### config.mk
export PLATFORM = sky130hd
export DESIGN_NAME = stable_priority_queue_top
export DESIGN_NICKNAME = d
export VERILOG_FILES = /design/src/rtl/core/spq_pkg.sv /design/src/rtl/core/stable_priority_queue_top.sv /design/src/rtl/core/spq_cell.sv
export SDC_FILE = /design/constraint.sdc
export NUM_CORES = 1
export LEC_CHECK = 0
export ABC_AREA = 1
export BUFFER_PORTS_ARGS = -buffer_cell sky130_fd_sc_hd__buf_4
export CAP_MARGIN = 20
export CORE_UTILIZATION = 40
export CTS_BUF_LIST = sky130_fd_sc_hd__clkbuf_8
export DETAILED_ROUTE_END_ITERATION = 7
export SYNTH_ARGS = -nofsm -noshare
export SYNTH_HDL_FRONTEND = slang
export SYNTH_SLANG_ARGS = --single-unit
### constraint.sdc
create_clock -name clk_i -period 2.9 [get_ports clk_i]
set_input_delay 0.725 -clock clk_i [delete_from_list [all_inputs] [get_ports clk_i]]
set_output_delay 0.725 -clock clk_i [all_outputs]
set_load 0.1 [all_outputs]
### src/rtl/core/spq_pkg.sv
// Shared types and constants for the stable sorted priority queue.
// Holds the word structs, the status codes and the cell control bundle.
// No dependencies.
package spq_pkg;

  // Fixed dimensions of the queue and of its words
  localparam int unsigned CAPACITY = 16;
  localparam int unsigned PRIO_W   = 8;
  localparam int unsigned TAG_W    = 16;
  localparam int unsigned OCC_W    = $clog2(CAPACITY + 1);

  // Input word kinds
  localparam logic KIND_INSERT = 1'b0;
  localparam logic KIND_REMOVE = 1'b1;

  // Result status codes
  typedef enum logic [1:0] {
    ST_OK    = 2'd0,
    ST_FULL  = 2'd1,
    ST_EMPTY = 2'd2
  } spq_status_e;

  // Input word
  typedef struct packed {
    logic              kind;
    logic [PRIO_W-1:0] priority_req;
    logic [TAG_W-1:0]  tag;
  } spq_in_t;

  // Result word
  typedef struct packed {
    logic [1:0]        status;
    logic [PRIO_W-1:0] out_priority;
    logic [TAG_W-1:0]  out_tag;
    logic [OCC_W-1:0]  occupancy;
  } spq_out_t;

  // One stored entry
  typedef struct packed {
    logic [PRIO_W-1:0] prio;
    logic [TAG_W-1:0]  tag;
  } spq_entry_t;

  // Operation broadcast to every cell
  typedef struct packed {
    logic       ins;
    logic       rem;
    spq_entry_t entry;
  } spq_ctrl_t;

endpackage

### src/rtl/core/stable_priority_queue_top.sv
// Stable sorted priority queue: a chain of entry cells in sorted order.
// Takes input words (insert or remove) and returns one result word for each.
// Depends on spq_pkg and spq_cell.
//
// Usage:
//   Input channel in_valid_i / in_ready_o / in_data_i carries an insert
//   (priority and tag) or a remove. Output channel out_valid_o / out_ready_i /
//   out_data_o carries one result per input word: status, the removed entry
//   (zero for inserts and refusals) and the occupancy after the word.
//   Inserts go behind every stored entry of lower or equal priority, so
//   lower values leave first and equal priorities leave in arrival order.
//   An insert into a full queue returns ST_FULL, a remove from an empty
//   queue returns ST_EMPTY; neither changes the contents.
// Timing:
//   Every cell updates in the same cycle, so a word is accepted, applied and
//   its result registered together; throughput one word per cycle while the
//   receiver keeps taking results. The single output register sets the rate;
//   the next word is taken in the cycle the current result is taken.
// Reset:
//   rst_ni clears the entry count and the output valid; cell contents are
//   never read before being written. A stalled receiver holds the result and
//   in_ready_o stays low until it is taken.
module stable_priority_queue_top (
  input  logic              clk_i,
  input  logic              rst_ni,
  input  logic              in_valid_i,
  output logic              in_ready_o,
  input  spq_pkg::spq_in_t  in_data_i,
  output logic              out_valid_o,
  input  logic              out_ready_i,
  output spq_pkg::spq_out_t out_data_o
);
  import spq_pkg::*;

  logic [OCC_W-1:0] count_q, count_d;
  logic             out_valid_q, out_valid_d;
  spq_out_t         out_data_q, out_data_d;

  logic             in_fire;
  logic             is_full, is_empty;
  spq_ctrl_t        ctrl;

  spq_entry_t       cell_entry [CAPACITY];
  logic             cell_keep  [CAPACITY];

  // Accept a word whenever the output register is free or being emptied
  assign in_ready_o = !out_valid_q || out_ready_i;
  assign in_fire    = in_valid_i && in_ready_o;
  assign is_full    = (count_q == OCC_W'(CAPACITY));
  assign is_empty   = (count_q == '0);

  // Broadcast the operation to the chain
  always_comb begin
    ctrl.ins        = in_fire && (in_data_i.kind == KIND_INSERT) && !is_full;
    ctrl.rem        = in_fire && (in_data_i.kind == KIND_REMOVE) && !is_empty;
    ctrl.entry.prio = in_data_i.priority_req;
    ctrl.entry.tag  = in_data_i.tag;
  end

  // Chain of cells, head at index 0
  for (genvar i = 0; i < CAPACITY; i++) begin : g_cell
    spq_cell u_cell (
      .clk_i       (clk_i),
      .ctrl_i      (ctrl),
      .valid_i     (count_q > OCC_W'(i)),
      .keep_prev_i ((i == 0) ? 1'b1 : cell_keep[(i == 0) ? 0 : i - 1]),
      .prev_i      (cell_entry[(i == 0) ? 0 : i - 1]),
      .next_i      (cell_entry[(i == CAPACITY - 1) ? i : i + 1]),
      .keep_o      (cell_keep[i]),
      .entry_o     (cell_entry[i])
    );
  end

  // Advance the count
  always_comb begin
    count_d = count_q;
    if (ctrl.ins) begin
      count_d = count_q + OCC_W'(1);
    end else if (ctrl.rem) begin
      count_d = count_q - OCC_W'(1);
    end
  end

  // Build the result word
  always_comb begin
    out_data_d              = out_data_q;
    out_valid_d             = out_valid_q && !out_ready_i;
    if (in_fire) begin
      out_valid_d             = 1'b1;
      out_data_d.status       = ST_OK;
      out_data_d.out_priority = '0;
      out_data_d.out_tag      = '0;
      out_data_d.occupancy    = count_d;
      if (in_data_i.kind == KIND_INSERT) begin
        if (is_full) begin
          out_data_d.status = ST_FULL;
        end
      end else if (is_empty) begin
        out_data_d.status = ST_EMPTY;
      end else begin
        out_data_d.out_priority = cell_entry[0].prio;
        out_data_d.out_tag      = cell_entry[0].tag;
      end
    end
  end

  always_ff @(posedge clk_i or negedge rst_ni) begin
    if (!rst_ni) begin
      count_q     <= '0;
      out_valid_q <= 1'b0;
    end else begin
      count_q     <= count_d;
      out_valid_q <= out_valid_d;
    end
  end

  always_ff @(posedge clk_i) begin
    out_data_q <= out_data_d;
  end

  assign out_valid_o = out_valid_q;
  assign out_data_o  = out_data_q;

  // Count never exceeds the number of cells
  a_count_bound: assert property (@(posedge clk_i) disable iff (!rst_ni)
    count_q <= OCC_W'(CAPACITY))
    else $error("entry count above capacity");

  // The two head entries stay in priority order
  a_head_sorted: assert property (@(posedge clk_i) disable iff (!rst_ni)
    (count_q >= OCC_W'(2)) |-> (cell_entry[0].prio <= cell_entry[1].prio))
    else $error("head entries out of order");

  // A full refusal is reported only when the queue was full
  a_full_status: assert property (@(posedge clk_i) disable iff (!rst_ni)
    (in_fire && in_data_i.kind == KIND_INSERT && !is_full)
      |=> (out_data_q.status == ST_OK && count_q == $past(count_q) + OCC_W'(1)))
    else $error("insert into non-full queue not taken");

  // The reported occupancy matches the count after the word
  a_occ_match: assert property (@(posedge clk_i) disable iff (!rst_ni)
    in_fire |=> (out_data_q.occupancy == count_q))
    else $error("occupancy does not match entry count");

endmodule

### src/rtl/core/spq_cell.sv
// One cell of the sorted chain: holds a single entry and decides each cycle
// whether to hold it, take the new entry, or take a neighbour's entry.
// Depends on spq_pkg.
module spq_cell (
  input  logic               clk_i,
  input  spq_pkg::spq_ctrl_t ctrl_i,
  input  logic               valid_i,
  input  logic               keep_prev_i,
  input  spq_pkg::spq_entry_t prev_i,
  input  spq_pkg::spq_entry_t next_i,
  output logic               keep_o,
  output spq_pkg::spq_entry_t entry_o
);
  import spq_pkg::*;

  spq_entry_t entry_q, entry_d;

  // Keep own entry on insert when it is stored and not above the new priority
  assign keep_o  = valid_i && (entry_q.prio <= ctrl_i.entry.prio);
  assign entry_o = entry_q;

  // Choose the next content: hold, take the new entry, shift back or advance
  always_comb begin
    entry_d = entry_q;
    if (ctrl_i.ins) begin
      if (!keep_o) begin
        entry_d = keep_prev_i ? ctrl_i.entry : prev_i;
      end
    end else if (ctrl_i.rem) begin
      entry_d = next_i;
    end
  end

  always_ff @(posedge clk_i) begin
    entry_q <= entry_d;
  end

endmodule

==> summary.md <==
| Metric | Value |
|---|---|
| Post-synth cell types | `23` |
| DR iter-0 viols | `1,232` |
| Via density | `around 4.6` |
| Wire length per cell | `14.8 um` |
| Worst Hold End | `out_valid_o$_DFF_PN0_` |
| Crit path largest cell delay | `approximately 0.45 ns` |
| Worst slew pin tran | `between 0.6 and 0.7 ns` |
| Post-CTS Repair Setup Buffers | `0` |
| Routed wire length | `63.1 mm` |
| Syn Std Cell Area | `24,900 um^2` |
| Die H | `between 200 and 300 um` |
| Fin. max-slew vios | `0` |
| Initial antenna violation count | `1` |
| Flops & latches, synth | `roughly 420` |
| Hold path depth | `3` |
| Full die area | `around 63,000 um^2` |
| Detail Route Antenna Nets | `0` |
| Most used cell, CP | `nand2_1` |
| Nature of the critical path endpoint | `register` |
| CTS root buffer | `clkbuf_8` |
| Reg clk slew, reported paths | `0.06 ns` |
| Status | `finished clean` |
| Residual DRC | `0` |
| Site Rows | `91` |
| Sequential share of the synthesized area | `50.6%` |
| H-tree Lvls | `3` |
| Design Area, Final | `28,400 um^2` |
| Vias in the first global route | `19,800` |
| Initial Util | `40.4%` |
| Worst path cell trace | `inv_1 > ha_1 > nand2_1 > nor2_1 > nor3_4 > buf_12 > inv_8 > buf_12 > nand2_1 > nand2_1` |
| First-pass GRT wire length | `105 mm` |
| Clock Skew | `0.0389 ns` |
| Worst r2r src | `count_q[1]$_DFF_PN0_` |
| Crit path max-delay family | `buffers and inverters` |
| CTS buffer count | `77` |
| RSZ-0062 raised after global routing | `false` |
| Finish-stage setup viols | `0` |
| CTS tree | `yes` |
| Total power | `21.2 mW` |
| Fin crit share | `85.4%` |
| I/O Pins | `62` |
| Final Hold Violating Endpoints | `0` |
| Vias | `19,600` |
| Non-filler cells, final | `4,277` |
| Routability Congestion | `0.853` |
| Critical Path RT | `3.43 ns` |
| Critical hold path startpoint | `in_valid_i` |
| DP HPWL | `44.9 mm` |
| Detailed Routing Iterations Pass 1 | `7` |
| Inst Count DP | `4,150` |
| RR Endpoint | `g_cell[3].u_cell.entry_o[7]$_DFFE_PP_` |
| CORE AREA | `61,700 um^2` |
| Post-CTS Hold Buffers | `1` |
| Gate count after technology mapping | `approximately 3,300` |
| Clock period minus worst slack | `2.48 ns` |
| Global Route Usage Sum | `20.6%` |
| Max rail drop VDD | `0.000305 V` |
| Clock Sinks | `421` |
| Largest net degree at the start of global routing | `94` |
| Maxcap violations | `0` |
| Crit path kind | `register to register` |
| Bufs and invs on worst path | `4` |
| Layout cells sized above 1 | `7.74%` |
| Die Wd | `252 um` |
| Avg Cell Area, Syn | `between 7 and 8 um^2` |
| Slowest library cell on the worst path | `dfrtp_1` |
| PwrDens | `746 nW/um^2` |
| Port Buffers | `61` |
| CP max FO | `93` |
| Clock Latency Late Sink | `0.67 ns` |
| R2R cell count | `10` |
| Layout area overhead | `13.7%` |
| YS warnings | `0` |
| Worst setup SP type | `register` |
| Max Fclk | `roughly 400 MHz` |
| Longest Clk Path Bufs | `3` |
| Worst slew margin | `56.6%` |
| Cts repair resizes | `0` |
| Hold_ws | `between 0.2 and 0.3 ns` |
| # nets final | `3,556` |
| Crit path DAT | `roughly 3 ns` |
| R2R Setup Slk | `0.42 ns` |
| Pleak | `approximately 16 nW` |
| Hold Path Class | `primary input to register` |
| Number of fill cells in the layout | `6,274` |
| Setup_tns | `0 ns` |
| Mapped Nets | `around 3,500` |
| Dpl cell area | `27,000 um^2` |
| GR Overflow Total | `0` |
[Yosys cell counts]
| master | instances | area share, % |
|---|---|---|
| nand3_1 | 25 | 0.50 |
| or2_0 | 1 | 0.025 |
| xor2_1 | 3 | 0.11 |
| o21a_1 | 2 | 0.060 |
| nor2_1 | 75 | 1.1 |
| buf_2 | 95 | 1.9 |
| o31ai_1 | 2 | 0.060 |
| clkbuf_1 | 38 | 0.57 |
| nand3b_1 | 1 | 0.030 |
| nand2_1 | 1967 | 30 |
| a21o_1 | 14 | 0.42 |
| o21ai_2 | 1 | 0.035 |
| inv_1 | 407 | 6.1 |
| nor3_1 | 2 | 0.040 |
| edfxtp_1 | 415 | 50 |
| o21ai_0 | 41 | 0.82 |
| nand4_1 | 15 | 0.38 |
| dfrtp_1 | 6 | 0.60 |
| a21oi_1 | 40 | 0.80 |
| ha_1 | 134 | 6.7 |
| nor3_2 | 1 | 0.040 |
| o21ai_1 | 1 | 0.020 |
| inv_2 | 3 | 0.045 |
[worst reg2reg max path, cell delays in order, from the launching register on]
cell	delay (ns)
dfrtp_1	0.45
inv_1	0.19
ha_1	0.19
nand2_1	0.07
nor2_1	0.21
nor3_4	0.06
buf_12	0.19
inv_8	0.28
buf_12	0.41
nand2_1	0.23
nand2_1	0.09
[registers in the layout, indices dropped and copies added (netlist names)]
register               cells
out_valid_o                1
out_data_o                31
count_q                    5
g_cell.u_cell.entry_o    384
[worst max path at each step]
stage | start | endpoint | cells after the start
after floorplan | in_data_i[23] | g_cell[8].u_cell.entry_o[0]$_DFFE_PP_ | 10
after global placement | in_data_i[23] | g_cell[0].u_cell.entry_o[9]$_DFFE_PP_ | 13
after detailed placement | in_data_i[23] | g_cell[0].u_cell.entry_o[9]$_DFFE_PP_ | 13
after CTS | count_q[1]$_DFF_PN0_ | g_cell[3].u_cell.entry_o[17]$_DFFE_PP_ | 9
after global routing | count_q[1]$_DFF_PN0_ | g_cell[3].u_cell.entry_o[18]$_DFFE_PP_ | 9
final | count_q[1]$_DFF_PN0_ | g_cell[3].u_cell.entry_o[7]$_DFFE_PP_ | 10
[layout by cell type, fill, tap and decap left out, types with 2 or more instances in the layout]
cell type | synthesis | final
nor2_1 | 75 | 75
edfxtp_1 | 415 | 415
diode_2 | 0 | 2
clkinv_1 | 0 | 8
clkinvlp_4 | 0 | 3
clkinv_2 | 0 | 3
buf_12 | 0 | 31
o21ai_0 | 41 | 41
nand2_2 | 0 | 4
nand4_1 | 15 | 15
a21oi_1 | 40 | 39
nand2_1 | 1967 | 1954
dfrtp_1 | 6 | 5
o31ai_1 | 2 | 2
xor2_1 | 3 | 3
inv_8 | 0 | 4
inv_1 | 407 | 434
nand3_1 | 25 | 25
nand2_4 | 0 | 9
buf_4 | 0 | 126
o21a_1 | 2 | 2
a21o_1 | 14 | 14
clkbuf_8 | 0 | 79
nor3_1 | 2 | 2
inv_2 | 3 | 2
ha_1 | 134 | 134
[logic make-up (layout without fill, tap and decap cells)]
kind of cell / Yosys count / after routing / share of synthesized area, %
compound gates: 101 / 101 / 2.22
xor+xnor: 3 / 3 / 0.105
fa+ha+maj: 134 / 134 / 6.72
buf+inv: 543 / 692 / 8.65
flops: 421 / 421 / 50.6
other cells: 0 / 2 / 0
simple gates: 2087 / 2087 / 31.7
[metal layers]
metal  GRT usage, %  wire, um  part of all wire, %  vias to the layer above
met5              0         0                    0                        -
met4           6.60      1360                  2.2                        0
met3           3.26      2940                  4.7                       83
met2           33.7     28400                   45                      431
met1           27.9     30500                   48                     8718
li1               -         -                    -                    10300
[per-stage QoR]
step	setup slack, ns	util [%]
2_1_floorplan	-0.141	-
3_3_place_gp	0.116	43.8
3_5_place_dp	0.0802	43.8
4_1_cts	0.404	45.9
5_1_grt	0.279	46.0
6_report	0.424	46.0
[power breakdown]
part	total [mW]	switching [mW]	internal, mW
Sequential	8.97	0.613	8.35
Clock	5.06	2.55	2.51
Combinational	7.13	4.92	2.21
Total	21.2	8.08	13.1
[layout make-up]
class                      instances  area (um^2)  area share (%)
timing repair buffer             158         1580            5.56
multi-input combinational       2325        10300            36.2
sequential                       421        12600            44.5
inverter                         410         1550            5.47
clock inverter                    45          208           0.732
antenna                            2         5.00          0.0176
clock buffer                      79         1090            3.83
tap                              837         1050            3.69
Power figures use the tool's default switching activity.
